==> config.mk <==
export PLATFORM = sky130hd
export DESIGN_NAME = ultrasonic_rf_ranging_sequencer
export DESIGN_NICKNAME = d
export VERILOG_FILES = /design/src/design/urrs_pkg.sv /design/src/design/urrs_front.sv /design/src/design/urrs_queue.sv /design/src/design/urrs_back.sv /design/src/design/ultrasonic_rf_ranging_sequencer.sv
export SDC_FILE = /design/constraint.sdc
export NUM_CORES = 2
export LEC_CHECK = 0
export BUFFER_PORTS_ARGS = -buffer_cell sky130_fd_sc_hd__buf_2
export CAP_MARGIN = 40
export CORE_MARGIN = 2
export CORE_UTILIZATION = 30
export CTS_BUF_LIST = sky130_fd_sc_hd__clkbuf_4
export CTS_CLUSTER_SIZE = 30
export DETAILED_ROUTE_END_ITERATION = 8
export GPL_TIMING_DRIVEN = 0
export REMOVE_ABC_BUFFERS = 1
export SYNTH_ARGS = -nofsm -noshare
export SYNTH_HDL_FRONTEND = slang
export SYNTH_SLANG_ARGS = --single-unit
==> constraint.sdc <==
create_clock -name clk -period 16.7 [get_ports clk]
set_clock_uncertainty 0.05 [all_clocks]
set_input_delay 0 -clock clk [delete_from_list [all_inputs] [get_ports clk]]
set_output_delay 0 -clock clk [all_outputs]
set_load 0.02 [all_outputs]
==> src/design/urrs_pkg.sv <==
package urrs_pkg;

    // Field widths of the event and result words.
    localparam int unsigned TIME_W   = 32;
    localparam int unsigned ID_W     = 16;
    localparam int unsigned PULSE_W  = 8;
    localparam int unsigned CODE_W   = 3;
    localparam int unsigned CFG_IX_W = 2;

    // Packed stream word widths, rounded up to whole bytes.
    localparam int unsigned S_DATA_W = 168;
    localparam int unsigned M_DATA_W = 152;

    // Pulse counter saturates here.
    localparam logic [PULSE_W-1:0] PULSE_MAX = 8'hFF;

    // Register values after reset.
    localparam logic [PULSE_W-1:0] MIN_PULSES_RST    = 8'd40;
    localparam logic [TIME_W-1:0]  COUNT_WINDOW_RST  = 32'd66;
    localparam logic [TIME_W-1:0]  LISTEN_TIMEOUT_RST = 32'd655;
    localparam logic [TIME_W-1:0]  REARM_DELAY_RST   = 32'd1311;

    // Configuration register indexes.
    typedef enum logic [CFG_IX_W-1:0] {
        CFG_MIN_PULSES     = 2'd0,
        CFG_COUNT_WINDOW   = 2'd1,
        CFG_LISTEN_TIMEOUT = 2'd2,
        CFG_REARM_DELAY    = 2'd3
    } cfg_index_t;

    // Event codes carried in the input tuser.
    typedef enum logic [CODE_W-1:0] {
        OP_PULSE    = 3'd0,
        OP_FRAME    = 3'd1,
        OP_PACKET   = 3'd2,
        OP_TICK     = 3'd3,
        OP_ENABLE   = 3'd4,
        OP_TX_REQ   = 3'd5,
        OP_TX_DONE  = 3'd6
    } op_t;

    // Sequencer phase.
    typedef enum logic [CODE_W-1:0] {
        PH_IDLE   = 3'd0,
        PH_COUNT  = 3'd1,
        PH_LISTEN = 3'd2,
        PH_NOISE  = 3'd3,
        PH_TX     = 3'd4
    } phase_t;

    // Result codes carried in the output tuser.
    typedef enum logic [CODE_W-1:0] {
        RK_NONE   = 3'd0,
        RK_OK     = 3'd1,
        RK_FAIL   = 3'd2,
        RK_NOISE  = 3'd3,
        RK_ACCEPT = 3'd4,
        RK_REFUSE = 3'd5,
        RK_TXDONE = 3'd6
    } kind_t;

    // One classified event as it sits in the queue.
    typedef struct packed {
        op_t               op;
        logic [TIME_W-1:0] now;
        logic              pkt_ok;
        logic [ID_W-1:0]   sender;
        logic [TIME_W-1:0] delay;
        logic [TIME_W-1:0] pwall;
        logic [TIME_W-1:0] lwall;
    } event_t;

    // Queue handshake seen from the back end.
    typedef struct packed {
        logic   valid;
        event_t head;
    } queue_out_t;

endpackage

==> src/design/urrs_front.sv <==
module urrs_front (
    input  logic                          s_tvalid,
    output logic                          s_tready,
    // s_tdata, lowest bit up: now, length_ok, packet_sender, packet_preamble,
    // packet_delay, packet_wallclock, local_wallclock, zero fill
    input  logic [urrs_pkg::S_DATA_W-1:0] s_tdata,
    // s_tuser: opcode
    input  logic [urrs_pkg::CODE_W-1:0]   s_tuser,
    input  logic                          queue_full,
    output logic                          push,
    output urrs_pkg::event_t              push_event
);
    import urrs_pkg::*;

    logic [ID_W-1:0] sender;
    logic [ID_W-1:0] preamble;
    logic            length_ok;

    // Unpack the incoming word.
    assign length_ok = s_tdata[32];
    assign sender    = s_tdata[48:33];
    assign preamble  = s_tdata[64:49];

    // A word is taken whenever the queue has room.
    assign s_tready = !queue_full;
    assign push     = s_tvalid && s_tready;

    // Classify: decode the event code and check the packet framing up front.
    always_comb
    begin
        push_event.op     = op_t'(s_tuser);
        push_event.now    = s_tdata[31:0];
        push_event.pkt_ok = length_ok && (preamble == ~sender);
        push_event.sender = sender;
        push_event.delay  = s_tdata[96:65];
        push_event.pwall  = s_tdata[128:97];
        push_event.lwall  = s_tdata[160:129];
    end

endmodule

==> src/design/urrs_queue.sv <==
module urrs_queue #(
    parameter int unsigned Depth = 2
) (
    input  logic                   clk,
    input  logic                   rst_n,
    input  logic                   push,
    input  urrs_pkg::event_t       push_event,
    output logic                   full,
    input  logic                   pop,
    output urrs_pkg::queue_out_t   q_out
);
    import urrs_pkg::*;

    localparam int unsigned PtrW = (Depth > 1) ? $clog2(Depth) : 1;
    localparam int unsigned CntW = $clog2(Depth + 1);

    event_t            entry_reg [Depth];
    logic [PtrW-1:0]   wr_ptr_reg;
    logic [PtrW-1:0]   wr_ptr_next;
    logic [PtrW-1:0]   rd_ptr_reg;
    logic [PtrW-1:0]   rd_ptr_next;
    logic [CntW-1:0]   count_reg;
    logic [CntW-1:0]   count_next;
    logic              do_pop;

    assign full        = (count_reg == CntW'(Depth));
    assign do_pop      = pop && (count_reg != '0);
    assign q_out.valid = (count_reg != '0);
    assign q_out.head  = entry_reg[rd_ptr_reg];

    // Pointer and fill count update.
    always_comb
    begin
        wr_ptr_next = wr_ptr_reg;
        rd_ptr_next = rd_ptr_reg;
        count_next  = count_reg;
        if (push)
        begin
            wr_ptr_next = (wr_ptr_reg == PtrW'(Depth - 1)) ? '0 : wr_ptr_reg + 1'b1;
        end
        if (do_pop)
        begin
            rd_ptr_next = (rd_ptr_reg == PtrW'(Depth - 1)) ? '0 : rd_ptr_reg + 1'b1;
        end
        if (push && !do_pop)
        begin
            count_next = count_reg + 1'b1;
        end
        else if (do_pop && !push)
        begin
            count_next = count_reg - 1'b1;
        end
    end

    always_ff @(posedge clk or negedge rst_n)
    begin
        if (!rst_n)
        begin
            wr_ptr_reg <= '0;
            rd_ptr_reg <= '0;
            count_reg  <= '0;
        end
        else
        begin
            wr_ptr_reg <= wr_ptr_next;
            rd_ptr_reg <= rd_ptr_next;
            count_reg  <= count_next;
        end
    end

    // Entry storage.
    always_ff @(posedge clk)
    begin
        if (push)
        begin
            entry_reg[wr_ptr_reg] <= push_event;
        end
    end

    // The front never writes into a full queue.
    assert property (@(posedge clk) disable iff (!rst_n) full |-> !push)
        else $error("queue written while full");

    // Fill count moves by one at most per cycle.
    assert property (@(posedge clk) disable iff (!rst_n)
        (push && !do_pop) |=> (count_reg == $past(count_reg) + 1'b1))
        else $error("queue count did not follow a lone write");

    assert property (@(posedge clk) disable iff (!rst_n) count_reg <= CntW'(Depth))
        else $error("queue count beyond depth");

endmodule

==> src/design/urrs_back.sv <==
module urrs_back (
    input  logic                              clk,
    input  logic                              rst_n,
    input  logic                              cfg_we,
    input  logic [urrs_pkg::CFG_IX_W-1:0]     cfg_index,
    input  logic [urrs_pkg::TIME_W-1:0]       cfg_data,
    input  urrs_pkg::queue_out_t              q_out,
    output logic                              pop,
    output logic                              m_tvalid,
    input  logic                              m_tready,
    output logic [urrs_pkg::M_DATA_W-1:0]     m_tdata,
    output logic [urrs_pkg::CODE_W-1:0]       m_tuser
);
    import urrs_pkg::*;

    // Configuration registers.
    logic [PULSE_W-1:0] min_pulses_reg;
    logic [TIME_W-1:0]  count_window_reg;
    logic [TIME_W-1:0]  listen_timeout_reg;
    logic [TIME_W-1:0]  rearm_delay_reg;

    // Sequencer state.
    phase_t             phase_reg,         phase_next;
    logic               armed_reg,         armed_next;
    logic               rearm_pending_reg, rearm_pending_next;
    logic [TIME_W-1:0]  rearm_time_reg,    rearm_time_next;
    logic [TIME_W-1:0]  wake_time_reg,     wake_time_next;
    logic [TIME_W-1:0]  frame_time_reg,    frame_time_next;
    logic               frame_seen_reg,    frame_seen_next;
    logic [PULSE_W-1:0] pulse_total_reg,   pulse_total_next;
    logic [TIME_W-1:0]  deadline_reg,      deadline_next;
    logic [TIME_W-1:0]  failures_reg,      failures_next;
    logic [ID_W-1:0]    partner_reg,       partner_next;
    logic [TIME_W-1:0]  partner_wall_reg,  partner_wall_next;
    logic [TIME_W-1:0]  local_stamp_reg,   local_stamp_next;
    logic [TIME_W-1:0]  range_reg,         range_next;
    kind_t              kind_next;

    // Output stage.
    logic                 out_valid_reg;
    logic [M_DATA_W-1:0]  out_data_reg;
    logic [CODE_W-1:0]    out_user_reg;

    event_t             ev;
    logic [TIME_W-1:0]  gap;
    logic [TIME_W-1:0]  remaining;
    logic               range_good;
    logic               rearm_due;
    logic               window_done;
    logic               deadline_hit;
    logic               is_idle;

    assign ev = q_out.head;

    // An event runs when the output stage is free or being emptied.
    assign pop = q_out.valid && (!out_valid_reg || m_tready);

    // Timing compares, all on wrapping 32-bit differences.
    assign gap          = frame_time_reg - wake_time_reg;
    assign range_good   = frame_seen_reg && (gap < ev.delay);
    assign rearm_due    = rearm_pending_reg && ((ev.now - rearm_time_reg) >= rearm_delay_reg);
    assign window_done  = (ev.now - wake_time_reg) >= count_window_reg;
    assign remaining    = deadline_reg - ev.now;
    assign deadline_hit = (remaining == '0) || (remaining > listen_timeout_reg);
    assign is_idle      = (phase_reg == PH_IDLE);

    // Configuration writes.
    always_ff @(posedge clk or negedge rst_n)
    begin
        if (!rst_n)
        begin
            min_pulses_reg     <= MIN_PULSES_RST;
            count_window_reg   <= COUNT_WINDOW_RST;
            listen_timeout_reg <= LISTEN_TIMEOUT_RST;
            rearm_delay_reg    <= REARM_DELAY_RST;
        end
        else if (cfg_we)
        begin
            unique case (cfg_index_t'(cfg_index))
                CFG_MIN_PULSES:     min_pulses_reg     <= cfg_data[PULSE_W-1:0];
                CFG_COUNT_WINDOW:   count_window_reg   <= cfg_data;
                CFG_LISTEN_TIMEOUT: listen_timeout_reg <= cfg_data;
                CFG_REARM_DELAY:    rearm_delay_reg    <= cfg_data;
                default:            ;
            endcase
        end
    end

    // Next phase.
    always_comb
    begin
        phase_next = phase_reg;
        if (pop)
        begin
            unique case (ev.op)
                OP_PULSE:
                begin
                    if (is_idle && armed_reg)
                    begin
                        phase_next = PH_COUNT;
                    end
                end
                OP_PACKET:
                begin
                    if (phase_reg == PH_LISTEN && ev.pkt_ok)
                    begin
                        phase_next = PH_IDLE;
                    end
                end
                OP_TICK:
                begin
                    if (phase_reg == PH_COUNT)
                    begin
                        if (window_done)
                        begin
                            phase_next = (pulse_total_reg < min_pulses_reg) ? PH_NOISE
                                                                            : PH_LISTEN;
                        end
                    end
                    else if (phase_reg == PH_LISTEN || phase_reg == PH_NOISE)
                    begin
                        if (deadline_hit)
                        begin
                            phase_next = PH_IDLE;
                        end
                    end
                end
                OP_TX_REQ:
                begin
                    if (is_idle)
                    begin
                        phase_next = PH_TX;
                    end
                end
                OP_TX_DONE:
                begin
                    if (phase_reg == PH_TX)
                    begin
                        phase_next = PH_IDLE;
                    end
                end
                default: ;
            endcase
        end
    end

    // Result code and the rest of the state.
    always_comb
    begin
        kind_next          = RK_NONE;
        armed_next         = armed_reg;
        rearm_pending_next = rearm_pending_reg;
        rearm_time_next    = rearm_time_reg;
        wake_time_next     = wake_time_reg;
        frame_time_next    = frame_time_reg;
        frame_seen_next    = frame_seen_reg;
        pulse_total_next   = pulse_total_reg;
        deadline_next      = deadline_reg;
        failures_next      = failures_reg;
        partner_next       = partner_reg;
        partner_wall_next  = partner_wall_reg;
        local_stamp_next   = local_stamp_reg;
        range_next         = range_reg;
        if (pop)
        begin
            unique case (ev.op)
                OP_PULSE:
                begin
                    if (is_idle && armed_reg)
                    begin
                        wake_time_next   = ev.now;
                        frame_seen_next  = 1'b0;
                        frame_time_next  = '0;
                        pulse_total_next = PULSE_W'(1);
                    end
                    else if (phase_reg == PH_COUNT && pulse_total_reg != PULSE_MAX)
                    begin
                        pulse_total_next = pulse_total_reg + 1'b1;
                    end
                end
                OP_FRAME:
                begin
                    if ((phase_reg == PH_COUNT || phase_reg == PH_LISTEN) && !frame_seen_reg)
                    begin
                        frame_seen_next = 1'b1;
                        frame_time_next = ev.now;
                    end
                end
                OP_PACKET:
                begin
                    if (phase_reg == PH_LISTEN && ev.pkt_ok)
                    begin
                        if (range_good)
                        begin
                            partner_next      = ev.sender;
                            partner_wall_next = ev.pwall;
                            local_stamp_next  = ev.lwall;
                            range_next        = ev.delay - gap;
                            kind_next         = RK_OK;
                        end
                        else
                        begin
                            failures_next      = failures_reg + 1'b1;
                            rearm_pending_next = 1'b1;
                            rearm_time_next    = ev.now;
                            kind_next          = RK_FAIL;
                        end
                    end
                end
                OP_TICK:
                begin
                    // A pending re-arm is settled before any phase timeout.
                    if (rearm_due)
                    begin
                        rearm_pending_next = 1'b0;
                        if (is_idle)
                        begin
                            armed_next = 1'b1;
                        end
                    end
                    if (phase_reg == PH_COUNT)
                    begin
                        if (window_done)
                        begin
                            armed_next       = 1'b0;
                            pulse_total_next = '0;
                            deadline_next    = ev.now + listen_timeout_reg;
                        end
                    end
                    else if (phase_reg == PH_LISTEN)
                    begin
                        if (deadline_hit)
                        begin
                            failures_next      = failures_reg + 1'b1;
                            rearm_pending_next = 1'b1;
                            rearm_time_next    = ev.now;
                            kind_next          = RK_FAIL;
                        end
                    end
                    else if (phase_reg == PH_NOISE)
                    begin
                        if (deadline_hit)
                        begin
                            rearm_pending_next = 1'b1;
                            rearm_time_next    = ev.now;
                            kind_next          = RK_NOISE;
                        end
                    end
                end
                OP_ENABLE:
                begin
                    if (is_idle)
                    begin
                        rearm_pending_next = 1'b1;
                        rearm_time_next    = ev.now;
                        kind_next          = RK_ACCEPT;
                    end
                    else
                    begin
                        kind_next = RK_REFUSE;
                    end
                end
                OP_TX_REQ:
                begin
                    if (is_idle)
                    begin
                        armed_next = 1'b0;
                        kind_next  = RK_ACCEPT;
                    end
                    else
                    begin
                        kind_next = RK_REFUSE;
                    end
                end
                OP_TX_DONE:
                begin
                    if (phase_reg == PH_TX)
                    begin
                        kind_next = RK_TXDONE;
                    end
                end
                default: ;
            endcase
        end
    end

    // State registers.
    always_ff @(posedge clk or negedge rst_n)
    begin
        if (!rst_n)
        begin
            phase_reg         <= PH_IDLE;
            armed_reg         <= 1'b0;
            rearm_pending_reg <= 1'b0;
            rearm_time_reg    <= '0;
            wake_time_reg     <= '0;
            frame_time_reg    <= '0;
            frame_seen_reg    <= 1'b0;
            pulse_total_reg   <= '0;
            deadline_reg      <= '0;
            failures_reg      <= '0;
            partner_reg       <= '0;
            partner_wall_reg  <= '0;
            local_stamp_reg   <= '0;
            range_reg         <= '0;
        end
        else
        begin
            phase_reg         <= phase_next;
            armed_reg         <= armed_next;
            rearm_pending_reg <= rearm_pending_next;
            rearm_time_reg    <= rearm_time_next;
            wake_time_reg     <= wake_time_next;
            frame_time_reg    <= frame_time_next;
            frame_seen_reg    <= frame_seen_next;
            pulse_total_reg   <= pulse_total_next;
            deadline_reg      <= deadline_next;
            failures_reg      <= failures_next;
            partner_reg       <= partner_next;
            partner_wall_reg  <= partner_wall_next;
            local_stamp_reg   <= local_stamp_next;
            range_reg         <= range_next;
        end
    end

    // Output stage valid.
    always_ff @(posedge clk or negedge rst_n)
    begin
        if (!rst_n)
        begin
            out_valid_reg <= 1'b0;
        end
        else if (pop)
        begin
            out_valid_reg <= 1'b1;
        end
        else if (m_tready)
        begin
            out_valid_reg <= 1'b0;
        end
    end

    // Output stage payload: the result code and the state after the event.
    always_ff @(posedge clk)
    begin
        if (pop)
        begin
            out_user_reg <= kind_next;
            out_data_reg <= {5'd0, failures_next, range_next, local_stamp_next,
                             partner_wall_next, partner_next, phase_next};
        end
    end

    assign m_tvalid = out_valid_reg;
    assign m_tdata  = out_data_reg;
    assign m_tuser  = out_user_reg;

    // Pulse detection is never armed once the window has closed or while transmitting.
    assert property (@(posedge clk) disable iff (!rst_n)
        (phase_reg == PH_LISTEN || phase_reg == PH_NOISE || phase_reg == PH_TX)
        |-> !armed_reg)
        else $error("armed outside idle or counting");

    // The pulse count only lives inside the counting window.
    assert property (@(posedge clk) disable iff (!rst_n)
        (phase_reg != PH_COUNT) |-> (pulse_total_reg == '0))
        else $error("pulse count left over outside counting");

    // Every reported failure bumps the failure counter by one.
    assert property (@(posedge clk) disable iff (!rst_n)
        (pop && kind_next == RK_FAIL) |=> (failures_reg == $past(failures_reg) + 1'b1))
        else $error("failure not counted");

    // State is frozen while no event runs.
    assert property (@(posedge clk) disable iff (!rst_n)
        !pop |=> ($stable(failures_reg) && $stable(phase_reg)))
        else $error("state moved without an event");

endmodule

==> src/design/ultrasonic_rf_ranging_sequencer.sv <==
// Channel   Direction  Signals                       Content
// s_*       in         s_tvalid s_tready s_tdata     timestamped event word,
//                      s_tuser                       opcode in tuser
// m_*       out        m_tvalid m_tready m_tdata     one result word per event,
//                      m_tuser                       result kind in tuser
// cfg_*     in         cfg_we cfg_index cfg_data     register writes, no read-back
//
// One event per clock in steady state while m_* does not stall. An accepted event sits
// in the queue, runs in the back end once the output stage is free or being emptied,
// and its result word is then held in the output register on m_* until it is taken.
// Unless m_* stalls, the back end settles one event per cycle in a single
// compare-and-subtract step. Reset (rst_n low, asynchronous) empties the queue and
// output stage and loads the register defaults. A stall on m_tready holds the result;
// the queue keeps taking events until it is full, then s_tready falls.
module ultrasonic_rf_ranging_sequencer #(
    parameter int unsigned QueueDepth = 2
) (
    input  logic                               clk,
    input  logic                               rst_n,
    input  logic                               s_tvalid,
    output logic                               s_tready,
    // s_tdata, lowest bit up: now, length_ok, packet_sender, packet_preamble,
    // packet_delay, packet_wallclock, local_wallclock, zero fill
    input  logic [urrs_pkg::S_DATA_W-1:0]      s_tdata,
    // s_tuser: opcode
    input  logic [urrs_pkg::CODE_W-1:0]        s_tuser,
    output logic                               m_tvalid,
    input  logic                               m_tready,
    // m_tdata, lowest bit up: phase_now, partner, partner_wallclock,
    // local_time_stamp, range_ticks, failure_total, zero fill
    output logic [urrs_pkg::M_DATA_W-1:0]      m_tdata,
    // m_tuser: result_kind
    output logic [urrs_pkg::CODE_W-1:0]        m_tuser,
    input  logic                               cfg_we,
    input  logic [urrs_pkg::CFG_IX_W-1:0]      cfg_index,
    input  logic [urrs_pkg::TIME_W-1:0]        cfg_data
);
    import urrs_pkg::*;

    logic       push;
    event_t     push_event;
    logic       queue_full;
    logic       pop;
    queue_out_t q_out;

    // Event intake and classification.
    urrs_front u_front (
        .s_tvalid   (s_tvalid),
        .s_tready   (s_tready),
        .s_tdata    (s_tdata),
        .s_tuser    (s_tuser),
        .queue_full (queue_full),
        .push       (push),
        .push_event (push_event)
    );

    // Short queue between intake and sequencer.
    urrs_queue #(
        .Depth (QueueDepth)
    ) u_queue (
        .clk        (clk),
        .rst_n      (rst_n),
        .push       (push),
        .push_event (push_event),
        .full       (queue_full),
        .pop        (pop),
        .q_out      (q_out)
    );

    // Ranging sequencer and output register.
    urrs_back u_back (
        .clk       (clk),
        .rst_n     (rst_n),
        .cfg_we    (cfg_we),
        .cfg_index (cfg_index),
        .cfg_data  (cfg_data),
        .q_out     (q_out),
        .pop       (pop),
        .m_tvalid  (m_tvalid),
        .m_tready  (m_tready),
        .m_tdata   (m_tdata),
        .m_tuser   (m_tuser)
    );

endmodule

==> impl_metrics.csv <==
group,metric,value,unit
run_status,status,"finished, final reports clean",
place,dpl.hpwl,86.7,mm
clocking,numCtsBuffers,226,
die,start_util,0.302,
setup_path,crit_family,"compound AO/OA/AOI/OAI gates",
sta,period_minus_slack,8820,ps
sta,max_freq,113,MHz
synthesis,yosys_register_bits,841,
drt,drt-pass1-iter-count,5,
sta,setup_violations,0,
synthesis,yosysUniqueCellTypes,83,
layout,stdcell_count,6809,
layout,area_growth,30.8,%
worst_hold_path,hold_class,"primary input to flip-flop",
layout,nets,5225,
clocking,ctsLongestPathBuffers,3,
setup_path,reg2reg_to,"u_back.m_tdata[1]$_DFFE_PP_",
pwr,power_switching,3.31,mW
die,die_w,381,µm
pwr,peakVddDrop,121,µV
pwr,comb_power_share,0.440,
grt,grt_antenna_before_repair,4,
pwr,leakagePower,24.8,nW
pwr,p_sw_frac,0.392,
setup_path,crit_top_cell,"o21ai_0",
job,max-cap-violations,0,
worst_hold_path,holdPathStages,4,
pwr,p_seq_frac,0.333,
pwr,pwr-share-clk,0.227,
place,post-place-ws,7900,ps
grt,grt_pass1_vias,33400,
drt,drc,0,
synthesis,synth-main-ff-cell,"edfxtp_1",
grt,grt-ovfl-total,0,
clocking,clk_latency,1210,ps
drt,antenna_left,0,
setup_path,timing.critical_path.buf_inv,5,
sta,slew_violations,0,
synthesis,synth.avg_cell_area,11.7,µm²
pwr,cellInternalPower,5.12,mW
synthesis,synthCells,3659,
place,gp_congestion,0.901,
synthesis,synth-async-reset-ratio,0.470,
die,core.rowCount,138,
setup_path,rrSetupSlack,7880,ps
sta,hold_viol,0,
place,port_buffers,354,
setup_path,r2r-start,"u_queue.rd_ptr_reg$_DFFE_PN0P_",
place,dp_cells,5843,
grt,grt_max_degree,91,
clocking,cts_setup_buffers,0,
clocking,cts.clk_slew.worst_paths,70,ps
setup_path,critPathLaunchType,"flip-flop",
layout,largest_reg_flops,296,
setup_path,timing.critical_path.slowest_cell_delay,730,ps
grt,grt_pass1_wl,189,mm
sta,rsz0062_at_grt,"no",
sta,finalCritPeriodShare,0.528,
clocking,tritoncts,"yes",
synthesis,syn_area,42700,µm²
setup_path,cp.required,17540,ps
setup_path,slowest_stage,"dfrtp_4",
sta,final.setup.worst_slack,7880,ps
synthesis,synth-edff-count,446,
clocking,root_buffer,"clkbuf_4",
drt,wire_per_inst,18.0,µm
setup_path,critical_path.max_fanout,48,
setup_path,crit_type,"flip-flop to flip-flop",
die,num_io_pins,367,
setup_path,critPathCaptureType,"flip-flop",
layout,drive_gt1_frac,0.198,
worst_hold_path,min_to,"u_back.count_window_reg[25]$_DFFE_PN0P_",
clocking,post_cts_resize_count,0,
drt,drt_wl_total,122,mm
clocking,htreeDepth,4,
setup_path,cp.arrival,9660,ps
die,die_area,145000,µm²
grt,gr-usage-all-layers,0.167,
drt,vias_per_cell,4.73,
drt,via_count,32200,
drt,drt_iter0_drc,1807,
die,core_area,141000,µm²
clocking,clock_sinks,841,
worst_hold_path,min_from,"cfg_data[25]",
pwr,power.density,151,nW/µm²
sta,relSlewSlack,0.390,
synthesis,yosys_warnings,0,
clocking,holdBufCountCts,535,
synthesis,synth_seq_area_share,0.546,
sta,worstMarginPinSlew,913,ps
die,die_h,381,µm
setup_path,reg2reg_depth,25,
## Yosys cell counts (11+ instances only)
master / n / area, µm²
nor3_1: 50 / 250
and3_1: 36 / 225
o21a_1: 32 / 240
o31ai_1: 52 / 390
o211ai_1: 20 / 150
a21o_1: 116 / 871
a31oi_1: 21 / 131
nand3_1: 59 / 295
xor2_1: 97 / 850
nor2_1: 139 / 522
xnor2_1: 110 / 963
and2_1: 15 / 93.8
dfstp_2: 17 / 447
nand2_1: 318 / 1190
a211oi_1: 30 / 225
mux2i_1: 151 / 1510
nand4_1: 43 / 269
o21ai_0: 289 / 1450
edfxtp_1: 446 / 13400
nor2b_1: 29 / 181
a21oi_1: 170 / 851
and4_1: 11 / 96.3
dfrtp_1: 378 / 9460
clkbuf_1: 83 / 312
nand2b_1: 39 / 244
buf_1: 16 / 60.1
ha_1: 293 / 3670
or3_1: 16 / 100
o21bai_1: 18 / 135
inv_1: 255 / 957
mux2_2: 137 / 1540
## stage by stage
step	power, mW	setup TNS [ps]	area (µm²)	hold slack [ps]	util
after floorplan	5.37	0	42200	-346	-
after global placement	6.50	-930500	46400	139	0.328
after detailed placement	6.45	0	47300	-54.7	0.335
after CTS	8.53	0	55800	1.44	0.395
after global routing	9.04	0	55800	77.9	0.395
final	8.42	0	55800	178	0.395
## placed cells by master (no fill, tap or decap), types with 9 or more instances in the layout
cell type / count
a211oi_1: 30
a21o_1: 116
a21oi_1: 169
a31oi_1: 21
and2_1: 15
and3_1: 35
and4_1: 11
buf_12: 12
buf_16: 18
buf_2: 354
buf_4: 9
clkbuf_4: 350
clkinv_1: 57
dfrtp_1: 377
dfstp_2: 17
dlygate4sd3_1: 534
edfxtp_1: 446
ha_1: 293
inv_1: 254
mux2_2: 137
mux2i_1: 150
nand2_1: 316
nand2b_1: 39
nand3_1: 58
nand4_1: 43
nor2_1: 138
nor2b_1: 29
nor3_1: 49
nor4_1: 9
o211ai_1: 20
o21a_1: 32
o21ai_0: 288
o21bai_1: 18
o31ai_1: 52
or3_1: 15
xnor2_1: 110
xor2_1: 97
## kinds of logic after synthesis
kind of cell,after synthesis,share of synthesized area
other cells,1,0.0000879
xor+xnor,207,0.0425
compound gates,863,0.129
mux,288,0.0716
simple gates,791,0.0882
buf+inv,369,0.0335
flops,841,0.546
fa+ha+maj,299,0.0887
## worst reg2reg max path: cells and delay by family, from the launching register on
family	cells	cell delay, ps
buffers and inverters	5	1370
AO/OA/AOI/OAI	12	3600
flip-flops	1	730
adder cells (fa/ha/maj)	2	870
XOR/XNOR	1	90
AND/OR/NAND/NOR	4	1040
multiplexers	1	770
## per-layer routing
metal	routed length, µm	part of all wire	track usage	vias up
li1	-	-	-	15700
met1	54900	0.45	0.215	15500
met2	57300	0.47	0.276	849
met3	6000	0.049	0.0323	220
met4	4050	0.033	0.0675	2
met5	13	0.00011	0	-
## worst max-delay path by stage
stage	slack, ps	start	end	cells after the start
after floorplan	5460	u_queue.rd_ptr_reg$_DFFE_PN0P_	u_back.m_tdata[100]$_DFFE_PP_	5
after global placement	-4490	u_queue.rd_ptr_reg$_DFFE_PN0P_	u_back.m_tdata[86]$_DFFE_PP_	5
after detailed placement	7900	u_queue.rd_ptr_reg$_DFFE_PN0P_	u_back.m_tdata[1]$_DFFE_PP_	25
after CTS	7820	u_queue.rd_ptr_reg$_DFFE_PN0P_	u_back.deadline_reg[0]$_DFFE_PN0P_	25
after global routing	7430	u_queue.rd_ptr_reg$_DFFE_PN0P_	u_back.deadline_reg[0]$_DFFE_PN0P_	25
final	7880	u_queue.rd_ptr_reg$_DFFE_PN0P_	u_back.m_tdata[1]$_DFFE_PP_	25
## area by class of cell
| class | instances | area [µm²] |
|---|---|---|
| fill | 13600 | 85600 |
| sequential | 841 | 23300 |
| multi-input combinational | 2453 | 18000 |
| timing repair buffer | 939 | 8060 |
| clock buffer | 350 | 2630 |
| tap | 1890 | 2360 |
| inverter | 255 | 965 |
| clock inverter | 76 | 444 |
| antenna | 5 | 12.5 |
## power by group through the flow
stage,Sequential [mW],Clock [mW],Combinational [mW]
floorplan,3.06,0,2.31
global placement,3.03,0,3.48
detailed placement,2.84,0,3.61
CTS,2.80,2.00,3.73
global route,2.84,2.10,4.10
finish,2.80,1.91,3.71
Note: power is estimated with default switching activity, not from simulation.
